## src/hdl/tcf_pkg.sv

```systemverilog
// Shared widths, constants, angle table and controller/datapath bundles
// for the tilt complementary filter. No dependencies.
package tcf_pkg;

  localparam int SAMPLE_W = 16;
  localparam int DT_W     = 20;
  localparam int WEIGHT_W = 16;
  localparam int FUSED_W  = 17;
  localparam int ACCEL_W  = 16;

  localparam logic [WEIGHT_W-1:0] GYRO_WEIGHT_RESET = 16'd32113;
  localparam int WEIGHT_ONE = 32768;

  localparam int GYRO_SCALE   = 62500;
  localparam int PITCH_LIMIT  = 46080;
  localparam int ACCEL_LIMIT  = 23040;

  // CORDIC
  localparam int CORDIC_STEPS    = 16;
  localparam int ANGLE_TABLE_LEN = 24;
  localparam int CORDIC_RUNS     = (CORDIC_STEPS > ANGLE_TABLE_LEN) ?
                                   ANGLE_TABLE_LEN : CORDIC_STEPS;
  localparam int CNT_W           = $clog2(ANGLE_TABLE_LEN);
  localparam int CORDIC_W        = 34;
  localparam int ANGLE_W         = 25;
  localparam int ATAN_W          = 22;

  // Square root: 32-bit sum of squares scaled by 2^28, two digits a cycle
  localparam int SQ_W           = 32;
  localparam int ROOT_IN_W      = SQ_W + 28;
  localparam int ROOT_W         = ROOT_IN_W / 2;
  localparam int ROOT_REM_W     = ROOT_W + 4;
  localparam int ROOT_PER_CYCLE = 2;
  localparam int ROOT_CYCLES    = ROOT_W / ROOT_PER_CYCLE;

  // Blend and rounded division by 2^17 * 15625
  localparam int RDT_W        = 37;
  localparam int PE_W         = 34;
  localparam int GYRO_W       = 38;
  localparam int GYRO_LO_W    = 20;
  localparam int PL_W         = WEIGHT_W + GYRO_LO_W;
  localparam int PH_W         = WEIGHT_W + 1 + GYRO_W - GYRO_LO_W;
  localparam int A62_W        = 32;
  localparam int AB_W         = A62_W + 17;
  localparam int NUM_W        = 56;
  localparam int DIV_SHIFT    = 17;
  localparam int DIV_BASE     = 15625;
  localparam int HALF_DIVISOR = 1024000000;
  localparam int QUOT_W       = 16;
  localparam int QUOT_LIMIT   = (PITCH_LIMIT + 1) * DIV_BASE;
  localparam int DREM_W       = 30;

  // Division by 15625 as a multiply by ceil(2^44 / 15625), exact below 2^30
  localparam int RECIP_W      = 31;
  localparam int RECIP_SHIFT  = 44;
  localparam int DPROD_W      = DREM_W + RECIP_W;
  localparam logic [RECIP_W-1:0] DIV_RECIP = 31'd1125899907;
  localparam int DIV_CYCLES   = 1;

  localparam logic [CNT_W-1:0] ROOT_LAST   = CNT_W'(ROOT_CYCLES - 1);
  localparam logic [CNT_W-1:0] ROTATE_LAST = CNT_W'(CORDIC_RUNS - 1);
  localparam logic [CNT_W-1:0] DIV_LAST    = CNT_W'(DIV_CYCLES - 1);

  // atan(2^-i) in degrees * 2^16, rounded to nearest
  function automatic logic [ATAN_W-1:0] atan_entry(input logic [CNT_W-1:0] idx);
    logic [ATAN_W-1:0] v;
    case (idx)
      5'd0:    v = 22'd2949120;
      5'd1:    v = 22'd1740967;
      5'd2:    v = 22'd919879;
      5'd3:    v = 22'd466945;
      5'd4:    v = 22'd234379;
      5'd5:    v = 22'd117304;
      5'd6:    v = 22'd58666;
      5'd7:    v = 22'd29335;
      5'd8:    v = 22'd14668;
      5'd9:    v = 22'd7334;
      5'd10:   v = 22'd3667;
      5'd11:   v = 22'd1833;
      5'd12:   v = 22'd917;
      5'd13:   v = 22'd458;
      5'd14:   v = 22'd229;
      5'd15:   v = 22'd115;
      5'd16:   v = 22'd57;
      5'd17:   v = 22'd29;
      5'd18:   v = 22'd14;
      5'd19:   v = 22'd7;
      5'd20:   v = 22'd4;
      5'd21:   v = 22'd2;
      5'd22:   v = 22'd1;
      default: v = 22'd0;
    endcase
    return v;
  endfunction

  typedef struct packed {
    logic             load_in;
    logic             square;
    logic             sum;
    logic             root_step;
    logic             cordic_init;
    logic             cordic_step;
    logic [CNT_W-1:0] cordic_idx;
    logic             round;
    logic             scale;
    logic             blend;
    logic             num;
    logic             mag;
    logic             div_init;
    logic             div_step;
    logic             finish;
  } cmd_t;

  typedef struct packed {
    logic out_free;
  } status_t;

endpackage

```

## src/hdl/tcf_ctrl.sv

```systemverilog
// Sequencer for the tilt filter: steps the datapath through squares, root,
// CORDIC, blend and division. Depends on tcf_pkg.
module tcf_ctrl (
  input  logic             clk,
  input  logic             rst,
  input  logic             in_valid,
  output logic             in_ready,
  input  tcf_pkg::status_t status,
  output tcf_pkg::cmd_t    cmd
);

  localparam logic [3:0] S_IDLE   = 4'd0;
  localparam logic [3:0] S_SQUARE = 4'd1;
  localparam logic [3:0] S_SUM    = 4'd2;
  localparam logic [3:0] S_ROOT   = 4'd3;
  localparam logic [3:0] S_CINIT  = 4'd4;
  localparam logic [3:0] S_ROTATE = 4'd5;
  localparam logic [3:0] S_ROUND  = 4'd6;
  localparam logic [3:0] S_SCALE  = 4'd7;
  localparam logic [3:0] S_BLEND  = 4'd8;
  localparam logic [3:0] S_NUM    = 4'd9;
  localparam logic [3:0] S_MAG    = 4'd10;
  localparam logic [3:0] S_DINIT  = 4'd11;
  localparam logic [3:0] S_DIVIDE = 4'd12;
  localparam logic [3:0] S_FINISH = 4'd13;

  logic [3:0]                state;
  logic [3:0]                state_next;
  logic [tcf_pkg::CNT_W-1:0] cnt;
  logic [tcf_pkg::CNT_W-1:0] cnt_next;

  always_ff @(posedge clk) begin
    if (rst) begin
      state <= S_IDLE;
      cnt   <= '0;
    end else begin
      state <= state_next;
      cnt   <= cnt_next;
    end
  end

  always_comb begin
    state_next     = state;
    cnt_next       = cnt;
    cmd            = '0;
    cmd.cordic_idx = cnt;
    in_ready       = (state == S_IDLE);
    case (state)
      S_IDLE: begin
        if (in_valid) begin
          cmd.load_in = 1'b1;
          state_next  = S_SQUARE;
        end
      end
      S_SQUARE: begin
        cmd.square = 1'b1;
        state_next = S_SUM;
      end
      S_SUM: begin
        cmd.sum    = 1'b1;
        cnt_next   = '0;
        state_next = S_ROOT;
      end
      S_ROOT: begin
        cmd.root_step = 1'b1;
        if (cnt == tcf_pkg::ROOT_LAST) begin
          cnt_next   = '0;
          state_next = S_CINIT;
        end else begin
          cnt_next = cnt + 1'b1;
        end
      end
      S_CINIT: begin
        cmd.cordic_init = 1'b1;
        cnt_next        = '0;
        state_next      = S_ROTATE;
      end
      S_ROTATE: begin
        cmd.cordic_step = 1'b1;
        if (cnt == tcf_pkg::ROTATE_LAST) begin
          cnt_next   = '0;
          state_next = S_ROUND;
        end else begin
          cnt_next = cnt + 1'b1;
        end
      end
      S_ROUND: begin
        cmd.round  = 1'b1;
        state_next = S_SCALE;
      end
      S_SCALE: begin
        cmd.scale  = 1'b1;
        state_next = S_BLEND;
      end
      S_BLEND: begin
        cmd.blend  = 1'b1;
        state_next = S_NUM;
      end
      S_NUM: begin
        cmd.num    = 1'b1;
        state_next = S_MAG;
      end
      S_MAG: begin
        cmd.mag    = 1'b1;
        state_next = S_DINIT;
      end
      S_DINIT: begin
        cmd.div_init = 1'b1;
        cnt_next     = '0;
        state_next   = S_DIVIDE;
      end
      S_DIVIDE: begin
        cmd.div_step = 1'b1;
        if (cnt == tcf_pkg::DIV_LAST) begin
          cnt_next   = '0;
          state_next = S_FINISH;
        end else begin
          cnt_next = cnt + 1'b1;
        end
      end
      S_FINISH: begin
        // hold until the output register can take the result
        if (status.out_free) begin
          cmd.finish = 1'b1;
          state_next = S_IDLE;
        end
      end
      default: begin
        state_next = S_IDLE;
        cnt_next   = '0;
      end
    endcase
  end

endmodule

```

## config.mk

```make
export PLATFORM = sky130hd
export DESIGN_NAME = tcf_ctrl
export DESIGN_NICKNAME = d
export VERILOG_FILES = /design/src/hdl/tcf_pkg.sv /design/src/hdl/tcf_ctrl.sv
export SDC_FILE = /design/constraint.sdc
export NUM_CORES = 1
export LEC_CHECK = 0
export ABC_AREA = 1
export BUFFER_PORTS_ARGS = -buffer_cell sky130_fd_sc_hd__buf_2
export CAP_MARGIN = 30
export CORE_AREA = 2 2 44 46
export CTS_CLUSTER_SIZE = 8
export DETAILED_ROUTE_END_ITERATION = 10
export DIE_AREA = 0 0 46 48
export PLACE_DENSITY = 0.72
export SLEW_MARGIN = 10
export SYNTH_ARGS = -nofsm -noshare
export SYNTH_HDL_FRONTEND = slang
export SYNTH_SLANG_ARGS = --single-unit
```

## constraint.sdc

```tcl
create_clock -name clk -period 2 [get_ports clk]
set_input_delay 0.2 -clock clk [delete_from_list [all_inputs] [get_ports clk]]
set_output_delay 0.2 -clock clk [all_outputs]
set_load 0.05 [all_outputs]
```

==> reports/results.tsv <==
metric	value	unit
Clk pwr share	12.5	%
Antenna Cells	0	
post_cts resized	0	
dpl hpwl	1.46	mm
status	finished clean	
# rows	15	
Routed WL per cell	9.74	µm
clk sink count	9	
layout cells sized above 1	28.3	%
proportion of power drawn by flip-flops and latches	22.5	%
Worst Skew	0.00308	ns
yosys warns	0	
Sw Share	58.2	%
crit path DAT	1.81	ns
critical-path maximum fanout	6	
Pint	487	µW
Achievable Freq	610	MHz
fin area	963	µm²
Inserted Clock Buffers	3	
VDD IR max	559	µV
Fillers	168	
Placer Congestion	0.765	
ys async rst share	0	%
PwrDens	1210	nW/µm²
Die X-Extent	46	µm
Iteration-0 DRC Markers	8	
LEAKAGE	0.000572	µW
Tot GR Track Use	17.8	%
RSZ-0062 raised after global routing	false	
crit start category	flop	
Synth Area per Inst	6.07	µm²
Top Ports	24	
core area	1690	µm²
setup violators final	0	
Detailed Routing Iterations Pass 1	4	
Crit Path Class	flop to flop	
Vias	834	
logic gate share of total power	65.0	%
Post-CTS Setup Bufs	0	
Post-Synthesis Cells	132	
DRC	0	
cell taking the most area after synthesis	dfxtp_1	
Cell Area, Synth	801	µm²
synth top area cells	dfxtp_1 (23%), nor2_1 (14%), nand2_1 (11%), inv_1 (10%), ha_1 (7.8%)	
Post-CTS Hold Fix Bufs	0	
largest net degree at the start of global routing	8	
Data required, critical path	2.17	ns
Final ANT Viol Nets	0	
DR vias/cell	4.74	
sequential fraction of the synthesis area	22.5	%
die height	48	µm
syn_nets	141	
worst hold path class	primary input to flop	
min Tclk post-route	1.64	ns
Die ar.	2210	µm²
Slew Viols, Final	0	
Clock Root Buffer	clkbuf_4	
Psw	679	µW
Syn-to-layout area delta	20.3	%
endpoints failing hold	0	
number of global-route vias before repair	678	
Longest Clk Path Bufs	2	
flops & latches, synth	9	
leading cell type by number of instances after synthesis	nor2_1	
final wirelength	1.72	mm
element type at the critical path end	flop	
initial antenna violation count	0	
Placed Area	937	µm²
initial core utilization	47.4	%
H-tree depth	1	
Skew-Pair Late Insertion Delay	0.27	ns
top-area cell type share of the netlist area	22.5	%
Congestion Overflow GR	0	
count of buffers from port buffering	23	
final period utilization	82.0	%
commonest cells in the netlist	nor2_1 (30), nand2_1 (24), inv_1 (22), dfxtp_1 (9), nand2_2 (8)	
Reg clk slew, reported paths	0.06	ns
Tot Pwr	1170	µW
NumNets Final	169	
post-synthesis cell type count	20	
first-pass GRT wire length	2.80	mm
Max-cap violations	0	
Post-synth EDFFs	0	
Top FF cell, synth	dfxtp_1	
Tightest Pin Transition	0.251	ns
Setup TNS Final	0	ns
Worst slew margin	83.4	%
TritonCTS clock tree	yes	
==> critical path, cell delays in order, from the launching register on <==
cell and delay, ns:
dfxtp_1 0.41, ha_1 0.22, inv_1 0.05, nor2_1 0.14
ha_1 0.16, inv_1 0.04, nand3_1 0.13, inv_1 0.07
nor2_2 0.12, nand3_1 0.07, nand2_1 0.08, nor2_1 0.05
==> power groups by stage <==
stage / Combinational (µW) / Clock [µW] / Sequential (µW)
final: 758 / 145 / 263
after global routing: 826 / 157 / 271
after CTS: 765 / 147 / 263
after detailed placement: 762 / 0 / 267
after global placement: 757 / 0 / 265
after floorplan: 598 / 0 / 281
==> final timing paths <==
path	start	to	slack, ns	cells past startpoint
hold reg to reg	cnt[0]	cnt[0]	0.52	2
setup reg to reg	cnt[1]	state[0]	0.36	11
hold / removal	rst	cnt[1]	0.17	2
setup / recovery	cnt[1]	state[0]	0.36	11
==> flip-flops by register name (all words and copies together), names as in the netlist <==
| signal | cells |
|---|---|
| state | 4 |
| cnt | 5 |
==> metal layers <==
layer	global-route usage (%)	part of all wire, %	vias up
li1	-	-	453
met1	21.7	47	352
met2	30.8	46	24
met3	2.26	4.9	5
met4	8.57	2.0	0
met5	0	0	-
==> layout make-up <==
cell class              count  area [µm²]  area share [%]
inverters                  25        93.8            9.74
flip-flops and latches      9         180            18.7
multi-input cells          98         527            54.7
repair buffers             23         115            11.9
clock buffers               4        26.3            2.73
well taps                  17        21.3            2.21
==> cells by family (layout without fill, tap and decap cells) <==
kind of cell | count (synthesis) | count (layout) | synth area share [%]
compound gates | 11 | 11 | 7.81
simple gates | 80 | 80 | 48.0
flops | 9 | 9 | 22.5
fa+ha+maj | 5 | 5 | 7.81
xor+xnor | 2 | 2 | 2.19
buf+inv | 25 | 52 | 11.7
==> layout by cell type, fill, tap and decap left out <==
master | netlist | layout
o21ai_0 | 2 | 2
nor2_4 | 1 | 1
and3_1 | 1 | 1
a21oi_1 | 6 | 6
inv_2 | 3 | 3
nand2_2 | 8 | 8
nand2_1 | 24 | 24
inv_1 | 22 | 22
nand2_4 | 2 | 2
clkbuf_1 | 0 | 1
o21bai_1 | 2 | 2
nor2_1 | 30 | 30
buf_2 | 0 | 23
nor3_1 | 2 | 2
xor2_1 | 2 | 2
clkbuf_4 | 0 | 3
nand3_1 | 7 | 7
nor2_2 | 3 | 3
ha_1 | 5 | 5
a21boi_0 | 1 | 1
nand3_4 | 1 | 1
dfxtp_1 | 9 | 9
nand3_2 | 1 | 1
==> through the flow <==
step	utilization, %	std cells	setup WS [ns]	hold slack, ns
after global routing	57.0	176	0.176	0.189
after global placement	55.5	172	0.417	0.453
final	57.0	176	0.360	0.173
after detailed placement	55.5	172	0.344	0.452
after floorplan	-	132	0.103	0.269
after CTS	57.0	176	0.334	0.178
Power figures use the tool's default switching activity.
